[src/hw/rtl/pbc_pkg.sv]
// Shared types, constants and helpers for the pileup base counter.
package pbc_pkg;

    localparam int NUM_SAMPLES  = 16;
    localparam int COUNT_BITS   = 16;
    localparam int NUM_BASES    = 4;
    localparam int QUAL_OFFSET  = 33;
    localparam int ROW_BITS     = (NUM_SAMPLES > 1) ? $clog2(NUM_SAMPLES) : 1;
    localparam int NUM_OUT      = (NUM_SAMPLES < 16) ? NUM_SAMPLES : 16;
    localparam int CFG_IDX_BITS = 2;
    localparam int CFG_DATA_BITS = 32;

    localparam logic [15:0] FLAG_DROP_MASK = 16'h0900 | 16'h0400 | 16'h0200;
    localparam logic [3:0]  LAST_SAMPLE    = 4'(NUM_OUT - 1);

    localparam logic [CFG_IDX_BITS-1:0] CFG_REGION_START = 2'd0;
    localparam logic [CFG_IDX_BITS-1:0] CFG_REGION_END   = 2'd1;
    localparam logic [CFG_IDX_BITS-1:0] CFG_MAPPING_CUT  = 2'd2;
    localparam logic [CFG_IDX_BITS-1:0] CFG_QUALITY_CUT  = 2'd3;

    typedef struct packed {
        logic        func;
        logic [7:0]  map_quality;
        logic [6:0]  quality_char;
        logic [15:0] align_flags;
        logic        is_deletion;
        logic        sample_known;
        logic [3:0]  sample_index;
        logic [6:0]  base_char;
        logic [31:0] site_position;
        logic [6:0]  ref_char;
    } pbc_item_t;

    typedef struct packed {
        logic        site_valid;
        logic [1:0]  ref_index;
        logic [3:0]  out_sample;
        logic [15:0] count_a;
        logic [15:0] count_c;
        logic [15:0] count_g;
        logic [15:0] count_t;
        logic        last;
    } pbc_result_t;

    typedef logic [NUM_BASES-1:0][COUNT_BITS-1:0] pbc_row_t;

    typedef struct packed {
        logic accept;
        logic write;
        logic fetch;
        logic advance;
        logic clear;
    } pbc_cmd_t;

    typedef struct packed {
        logic item_end;
        logic item_site_ok;
        logic last;
    } pbc_sts_t;

    typedef enum logic [1:0] {
        ST_IDLE,
        ST_UPDATE,
        ST_FETCH,
        ST_SHOW
    } pbc_state_t;

    typedef struct packed {
        logic       ok;
        logic [1:0] idx;
    } pbc_base_t;

    // ACGT in either case
    function automatic pbc_base_t base_code(input logic [6:0] ch);
        pbc_base_t b;
        b = '{ok: 1'b1, idx: 2'd0};
        unique case (ch)
            7'h41, 7'h61: b.idx = 2'd0;
            7'h43, 7'h63: b.idx = 2'd1;
            7'h47, 7'h67: b.idx = 2'd2;
            7'h54, 7'h74: b.idx = 2'd3;
            default:      b.ok  = 1'b0;
        endcase
        return b;
    endfunction

    function automatic logic [15:0] report(input logic [COUNT_BITS-1:0] c);
        logic [31:0] wide;
        wide = 32'(c);
        return (wide > 32'h0000_FFFF) ? 16'hFFFF : wide[15:0];
    endfunction

endpackage

[src/hw/rtl/pbc_ctrl.sv]
// Sequencing state machine for the pileup base counter.
module pbc_ctrl (
    input  logic                clk,
    input  logic                rst_n,
    input  logic                item_valid,
    output logic                item_stall,
    output logic                result_valid,
    input  logic                result_stall,
    input  pbc_pkg::pbc_sts_t   sts,
    output pbc_pkg::pbc_cmd_t   cmd
);

    pbc_pkg::pbc_state_t state_reg;
    pbc_pkg::pbc_state_t state_next;

    always_ff @(posedge clk or negedge rst_n)
    begin
        if (!rst_n)
        begin
            state_reg <= pbc_pkg::ST_IDLE;
        end
        else
        begin
            state_reg <= state_next;
        end
    end

    always_comb
    begin
        state_next   = state_reg;
        item_stall   = 1'b1;
        result_valid = 1'b0;
        cmd          = '0;
        unique case (state_reg)
            pbc_pkg::ST_IDLE:
            begin
                item_stall = 1'b0;
                if (item_valid)
                begin
                    cmd.accept = 1'b1;
                    if (!sts.item_end)
                    begin
                        state_next = pbc_pkg::ST_UPDATE;
                    end
                    else if (sts.item_site_ok)
                    begin
                        state_next = pbc_pkg::ST_FETCH;
                    end
                    else
                    begin
                        state_next = pbc_pkg::ST_SHOW;
                    end
                end
            end
            pbc_pkg::ST_UPDATE:
            begin
                cmd.write  = 1'b1;
                state_next = pbc_pkg::ST_IDLE;
            end
            pbc_pkg::ST_FETCH:
            begin
                cmd.fetch  = 1'b1;
                state_next = pbc_pkg::ST_SHOW;
            end
            pbc_pkg::ST_SHOW:
            begin
                result_valid = 1'b1;
                if (!result_stall)
                begin
                    cmd.advance = 1'b1;
                    if (sts.last)
                    begin
                        cmd.clear  = 1'b1;
                        state_next = pbc_pkg::ST_IDLE;
                    end
                    else
                    begin
                        state_next = pbc_pkg::ST_FETCH;
                    end
                end
            end
            default:
            begin
                state_next = pbc_pkg::ST_IDLE;
            end
        endcase
    end

endmodule

[src/hw/rtl/pbc_datapath.sv]
// Config registers, read filter, counter RAM and result word for the pileup base counter.
module pbc_datapath (
    input  logic                                 clk,
    input  logic                                 rst_n,
    input  pbc_pkg::pbc_item_t                   item,
    input  logic                                 cfg_we,
    input  logic [pbc_pkg::CFG_IDX_BITS-1:0]     cfg_index,
    input  logic [pbc_pkg::CFG_DATA_BITS-1:0]    cfg_data,
    input  pbc_pkg::pbc_cmd_t                    cmd,
    output pbc_pkg::pbc_sts_t                    sts,
    output pbc_pkg::pbc_result_t                 result
);

    logic [31:0] region_start_reg;
    logic [31:0] region_end_reg;
    logic [7:0]  mapping_cut_reg;
    logic [6:0]  quality_cut_reg;

    logic                          keep_reg;
    logic [pbc_pkg::ROW_BITS-1:0]  row_reg;
    logic [1:0]                    base_reg;
    logic                          site_ok_reg;
    logic [1:0]                    ref_idx_reg;
    logic [3:0]                    sample_reg;
    pbc_pkg::pbc_row_t             rd_row_reg;
    logic                          rd_ok_reg;
    logic [pbc_pkg::NUM_SAMPLES-1:0] row_valid_reg;

    pbc_pkg::pbc_row_t count_ram [pbc_pkg::NUM_SAMPLES];

    pbc_pkg::pbc_base_t            read_base;
    pbc_pkg::pbc_base_t            ref_base;
    logic                          keep_next;
    logic                          site_ok_next;
    logic [7:0]                    qual_floor;
    logic [pbc_pkg::ROW_BITS-1:0]  rd_addr;
    pbc_pkg::pbc_row_t             cur_row;
    pbc_pkg::pbc_row_t             upd_row;
    logic                          is_last;

    always_ff @(posedge clk or negedge rst_n)
    begin
        if (!rst_n)
        begin
            region_start_reg <= '0;
            region_end_reg   <= 32'hFFFF_FFFF;
            mapping_cut_reg  <= '0;
            quality_cut_reg  <= '0;
        end
        else if (cfg_we)
        begin
            unique case (cfg_index)
                pbc_pkg::CFG_REGION_START: region_start_reg <= cfg_data[31:0];
                pbc_pkg::CFG_REGION_END:   region_end_reg   <= cfg_data[31:0];
                pbc_pkg::CFG_MAPPING_CUT:  mapping_cut_reg  <= cfg_data[7:0];
                pbc_pkg::CFG_QUALITY_CUT:  quality_cut_reg  <= cfg_data[6:0];
                default: ;
            endcase
        end
    end

    // read filter and site check on the incoming word
    always_comb
    begin
        read_base  = pbc_pkg::base_code(item.base_char);
        ref_base   = pbc_pkg::base_code(item.ref_char);
        qual_floor = {1'b0, quality_cut_reg} + 8'(pbc_pkg::QUAL_OFFSET);
        keep_next  = !item.is_deletion
                  && (item.map_quality > mapping_cut_reg)
                  && ({1'b0, item.quality_char} > qual_floor)
                  && ((item.align_flags & pbc_pkg::FLAG_DROP_MASK) == 16'h0000)
                  && item.sample_known
                  && (32'(item.sample_index) < 32'(pbc_pkg::NUM_SAMPLES))
                  && read_base.ok;
        site_ok_next = (item.site_position >= region_start_reg)
                    && (item.site_position < region_end_reg)
                    && ref_base.ok;
        rd_addr = cmd.fetch ? pbc_pkg::ROW_BITS'(sample_reg)
                            : pbc_pkg::ROW_BITS'(item.sample_index);
    end

    always_ff @(posedge clk)
    begin
        if (cmd.accept)
        begin
            keep_reg    <= keep_next;
            row_reg     <= pbc_pkg::ROW_BITS'(item.sample_index);
            base_reg    <= read_base.idx;
            site_ok_reg <= site_ok_next;
            ref_idx_reg <= ref_base.idx;
        end
        if (cmd.accept || cmd.fetch)
        begin
            rd_row_reg <= count_ram[rd_addr];
            rd_ok_reg  <= row_valid_reg[rd_addr];
        end
        if (cmd.write && keep_reg)
        begin
            count_ram[row_reg] <= upd_row;
        end
    end

    always_ff @(posedge clk or negedge rst_n)
    begin
        if (!rst_n)
        begin
            sample_reg    <= '0;
            row_valid_reg <= '0;
        end
        else
        begin
            if (cmd.accept)
            begin
                sample_reg <= '0;
            end
            else if (cmd.advance)
            begin
                sample_reg <= sample_reg + 4'd1;
            end
            if (cmd.clear)
            begin
                row_valid_reg <= '0;
            end
            else if (cmd.write && keep_reg)
            begin
                row_valid_reg[row_reg] <= 1'b1;
            end
        end
    end

    // saturating increment of the selected base
    always_comb
    begin
        cur_row = rd_ok_reg ? rd_row_reg : '0;
        upd_row = cur_row;
        for (int b = 0; b < pbc_pkg::NUM_BASES; b++)
        begin
            if ((2'(b) == base_reg) && (cur_row[b] != {pbc_pkg::COUNT_BITS{1'b1}}))
            begin
                upd_row[b] = cur_row[b] + pbc_pkg::COUNT_BITS'(1);
            end
        end
    end

    always_comb
    begin
        is_last           = !site_ok_reg || (sample_reg == pbc_pkg::LAST_SAMPLE);
        sts.item_end      = item.func;
        sts.item_site_ok  = site_ok_next;
        sts.last          = is_last;
        result.site_valid = site_ok_reg;
        result.ref_index  = site_ok_reg ? ref_idx_reg : 2'd0;
        result.out_sample = site_ok_reg ? sample_reg : 4'd0;
        result.count_a    = site_ok_reg ? pbc_pkg::report(cur_row[0]) : 16'd0;
        result.count_c    = site_ok_reg ? pbc_pkg::report(cur_row[1]) : 16'd0;
        result.count_g    = site_ok_reg ? pbc_pkg::report(cur_row[2]) : 16'd0;
        result.count_t    = site_ok_reg ? pbc_pkg::report(cur_row[3]) : 16'd0;
        result.last       = is_last;
    end

endmodule

[src/hw/rtl/pileup_base_counter.sv]
// Top level of the pileup base counter: controller and datapath.
// Counts kept read bases per sample at one site in a RAM of one row per sample
// (four saturating counters a row). The row of a read word is fetched from the
// single RAM port on accept, then incremented and written back in ST_UPDATE.
// An end word in the region with an ACGT reference gives one result per sample
// in sample order, each fetched in ST_FETCH, then output in ST_SHOW (which can
// stall); any other end word gives one result marked invalid. The counters are
// cleared at once by per-row valid bits, with no clearing pass after reset or a
// site. Configuration must be written only while the block is idle (unchecked).
module pileup_base_counter (
    input  logic                                 clk,
    input  logic                                 rst_n,
    input  logic                                 item_valid,
    output logic                                 item_stall,
    input  pbc_pkg::pbc_item_t                   item,
    output logic                                 result_valid,
    input  logic                                 result_stall,
    output pbc_pkg::pbc_result_t                 result,
    input  logic                                 cfg_we,
    input  logic [pbc_pkg::CFG_IDX_BITS-1:0]     cfg_index,
    input  logic [pbc_pkg::CFG_DATA_BITS-1:0]    cfg_data
);

    pbc_pkg::pbc_cmd_t cmd;
    pbc_pkg::pbc_sts_t sts;

    pbc_ctrl u_ctrl (
        .clk          (clk),
        .rst_n        (rst_n),
        .item_valid   (item_valid),
        .item_stall   (item_stall),
        .result_valid (result_valid),
        .result_stall (result_stall),
        .sts          (sts),
        .cmd          (cmd)
    );

    pbc_datapath u_datapath (
        .clk       (clk),
        .rst_n     (rst_n),
        .item      (item),
        .cfg_we    (cfg_we),
        .cfg_index (cfg_index),
        .cfg_data  (cfg_data),
        .cmd       (cmd),
        .sts       (sts),
        .result    (result)
    );

endmodule

[config.mk]
export PLATFORM = sky130hd
export DESIGN_NAME = pileup_base_counter
export DESIGN_NICKNAME = d
export VERILOG_FILES = /design/src/hw/rtl/pbc_pkg.sv /design/src/hw/rtl/pbc_ctrl.sv /design/src/hw/rtl/pbc_datapath.sv /design/src/hw/rtl/pileup_base_counter.sv
export SDC_FILE = /design/constraint.sdc
export NUM_CORES = 2
export LEC_CHECK = 0
export BUFFER_PORTS_ARGS = -buffer_cell sky130_fd_sc_hd__buf_2
export CAP_MARGIN = 5
export CORE_MARGIN = 2
export CORE_UTILIZATION = 36
export CTS_CLUSTER_DIAMETER = 30
export DETAILED_ROUTE_END_ITERATION = 7
export HOLD_SLACK_MARGIN = 0.05
export SYNTH_ARGS = -nofsm -noshare
export SYNTH_HDL_FRONTEND = slang
export SYNTH_HIERARCHICAL = 1
export SYNTH_SLANG_ARGS = --single-unit
[constraint.sdc]
create_clock -name clk -period 8.3 [get_ports clk]
set_clock_uncertainty 0.2 [all_clocks]
set_input_delay 0.415 -clock clk [delete_from_list [all_inputs] [get_ports clk]]
set_output_delay 0.415 -clock clk [all_outputs]
set_load 0.02 [all_outputs]
==> qor.csv <==
stage,metric,value,unit
outcome,outcome,"finished, final reports clean",
floorplanning,row_count,136,
floorplanning,core_area,137000,um^2
sta,period_minus_slack,4.21,ns
layout,fillCellCount,11700,
setup_path,reg2regPathDepth,9,
route,first_iter_violations,2351,
floorplanning,initial_utilization,36.2,%
clock_network,cts_max_level,4,
route,dr.pass1.iters,7,
clock_network,cts_resized,0,
place,post-place-ws,3.96,ns
sta,rsz0062_at_grt,false,
pwr,power.density,363,nW/um^2
hold_path,whs_endpoint,u_datapath/site_ok_reg,
route,routedWlPerCell,23.8,um
yosys,synthDistinctLibCells,57,
yosys,synthArstFlopShare,8.42,%
yosys,synthTopCellsByArea,"edfxtp_1 67%, mux4_2 12%, dfrtp_1 3.5%",
grt,globalRouteTotalUtil,17.4,%
sta,relSlewSlack,15.2,%
pwr,ir_drop,0.000257,V
grt,gr-total-overflow,0,
yosys,ys_seq_elements,1200,
clock_network,cts_buffer_depth,3,
yosys,syn_area,49600,um^2
setup_path,worst_setup_path_end_kind,flip-flop,
setup_path,worst-path-max-fanout,42,
clock_network,cts.sinks,1200,
sta,report.final.hold_viol_count,0,
floorplanning,die-area,141000,um^2
yosys,ys.warnings.count,6,
layout,final_cell_mix,"1099 x edfxtp_1, 260 x mux4_2, 227 x nand2_1, 222 x clkbuf_16, 181 x buf_2",
floorplanning,io_pins,197,
route,drtAntennaViolNets,0,
layout,syn_to_final_growth,23.2,%
sta,fin_tns_setup,0,ns
layout,drive_above_1_share,29.5,%
grt,antenna_found_initial,8,
floorplanning,die_w,375,um
sta,timing.fmax,238,MHz
route,drc,0,
hold_path,min_path_cells,5,
clock_network,worst_skew_pair.late_latency,0.81,ns
yosys,yosysTopAreaCell,edfxtp_1,
setup_path,crit_required,8.63,ns
setup_path,crit_arrival,4.53,ns
hold_path,hp-start,item[38],
sta,period_share,50.7,%
setup_path,rr_startpoint,u_ctrl/state_reg[1],
layout,largest_register_ffs,1024,
setup_path,crit_type,reg -> reg,
pwr,leakagePower,0.0215,uW
clock_network,path_clk_slew,0.05,ns
sta,tightest_slew,1.26,ns
hold_path,min_path_type,in -> reg,
sta,drv_slew,0,
clock_network,cts_tree,yes,
setup_path,startpoint_type,flip-flop,
yosys,postSynthCellCount,2775,
floorplanning,fp.dieH,375,um
sta,setup_violations,0,
sta,fin_ws,4.09,ns
yosys,syn_avg_cell_area,17.9,um^2
layout,final_core_util,44.6,%
clock_network,cts_buffers,220,
clock_network,post_cts_buffers,0,
setup_path,r2r_slack,4.09,ns
yosys,synth.net_count,2982,
job,drv_cap,0,
clock_network,clockRootBuffer,clkbuf_16,
route,vias,27100,
yosys,synth.top_cell.area_share,66.6,%
yosys,ys.flop_type,edfxtp_1,
place,post-dp-hpwl,64200,um
place,place_congestion,0.766,
yosys,yosysSeqAreaShare,71.8,%
layout,layout_commonest_cell,edfxtp_1,
route,viasPerCell,5.27,
place,portBuffers,182,
layout,fin_nets,3359,
setup_path,r2r-end,u_datapath/rd_row_reg[58],
grt,grt_pass1_wl,181000,um
route,wl,122000,um
grt,grt_pass1_vias,28000,
yosys,synth_edf_count,1099,
grt,grt_max_degree,135,
worst max-delay path, stage by stage (launching register included):
cell and delay (ns):
dfrtp_1 0.43, nor2b_1 0.16, buf_4 0.24, mux2i_4 0.29, buf_4 0.58, buf_4 0.81
mux4_2 0.60, and2_1 0.17, a211oi_1 0.27, a31oi_1 0.08
Yosys cell counts, types with 9 or more instances:
master	n
nand2b_1	11
edfxtp_1	1099
ha_1	84
inv_1	83
clkbuf_1	75
buf_4	21
dfstp_2	32
a31oi_1	68
nand4_1	30
and4_1	9
nor2b_1	9
nor2_1	69
mux2_2	53
a211oi_1	69
nor3_1	14
buf_2	36
dfrtp_1	69
and2_1	113
and3_1	78
nand2_1	227
xnor2_1	34
xor2_1	26
a21o_1	10
o21ai_0	49
nand3_1	39
mux4_2	260
a21oi_1	35
repair_timing:
action / in CTS / in global routing
endpoints found under the hold margin: 150 / 0
setup endpoints to repair: 0 / 0
hold buffers: 54 / 0
per-stage QoR:
stage / instance area, um^2 / hold slack [ns] / power (uW) / std cells
3_5_place_dp: 52600 / 0.283 / 13100 / 4670
6_report: 61000 / 0.123 / 22100 / 5136
2_1_floorplan: 49600 / -0.0806 / 11600 / 2775
3_3_place_gp: 52600 / 0.275 / 13000 / 4670
5_1_grt: 61000 / 0.0959 / 23100 / 5135
4_1_cts: 61000 / 0.0574 / 22300 / 5131
layout make-up:
| type | instances | area (um^2) | area share, % |
|---|---|---|---|
| Multi-Input combinational cell | 1350 | 13100 | 21.5 |
| Clock buffer | 239 | 5620 | 9.21 |
| Sequential cell | 1200 | 35600 | 58.3 |
| Clock inverter | 168 | 2200 | 3.60 |
| Tap cell | 1794 | 2240 | 3.68 |
| Inverter | 84 | 315 | 0.517 |
| Timing Repair Buffer | 296 | 1950 | 3.20 |
| Antenna cell | 5 | 12.5 | 0.0205 |
how the worst max path moves through the flow:
| stage | from | endpoint | slack (ns) | cells after the start |
|---|---|---|---|---|
| floorplan | u_ctrl/state_reg[0] | u_datapath/count_ram[0][0] | 2.11 | 5 |
| global placement | u_ctrl/state_reg[1] | u_datapath/rd_row_reg[58] | 4.02 | 9 |
| detailed placement | u_ctrl/state_reg[1] | u_datapath/rd_row_reg[58] | 3.96 | 9 |
| CTS | u_ctrl/state_reg[1] | u_datapath/rd_row_reg[2] | 3.97 | 9 |
| global route | u_ctrl/state_reg[1] | u_datapath/rd_row_reg[58] | 3.65 | 9 |
| finish | u_ctrl/state_reg[1] | u_datapath/rd_row_reg[58] | 4.09 | 9 |
power breakdown:
| group | internal (uW) | switching (uW) | total, uW |
|---|---|---|---|
| logic | 1690 | 2780 | 4460 |
| clock network | 6070 | 3130 | 9200 |
| registers | 8050 | 435 | 8480 |
metal layers:
layer / part of all wire, % / GRT usage, %
met2: 48 / 28.1
met1: 43 / 23.7
met4: 2.6 / 6.36
met3: 5.8 / 3.00
met5: 0 / 0
cell families after synthesis:
| logic type | count (synthesis) | share of synthesized area [%] |
|---|---|---|
| compound gates | 255 | 3.32 |
| xor+xnor | 60 | 1.06 |
| fa+ha+maj | 84 | 2.12 |
| buf+inv | 225 | 2.06 |
| flops | 1200 | 71.8 |
| mux | 320 | 13.2 |
| simple gates | 631 | 6.45 |
(Power assumes the default switching activity.)
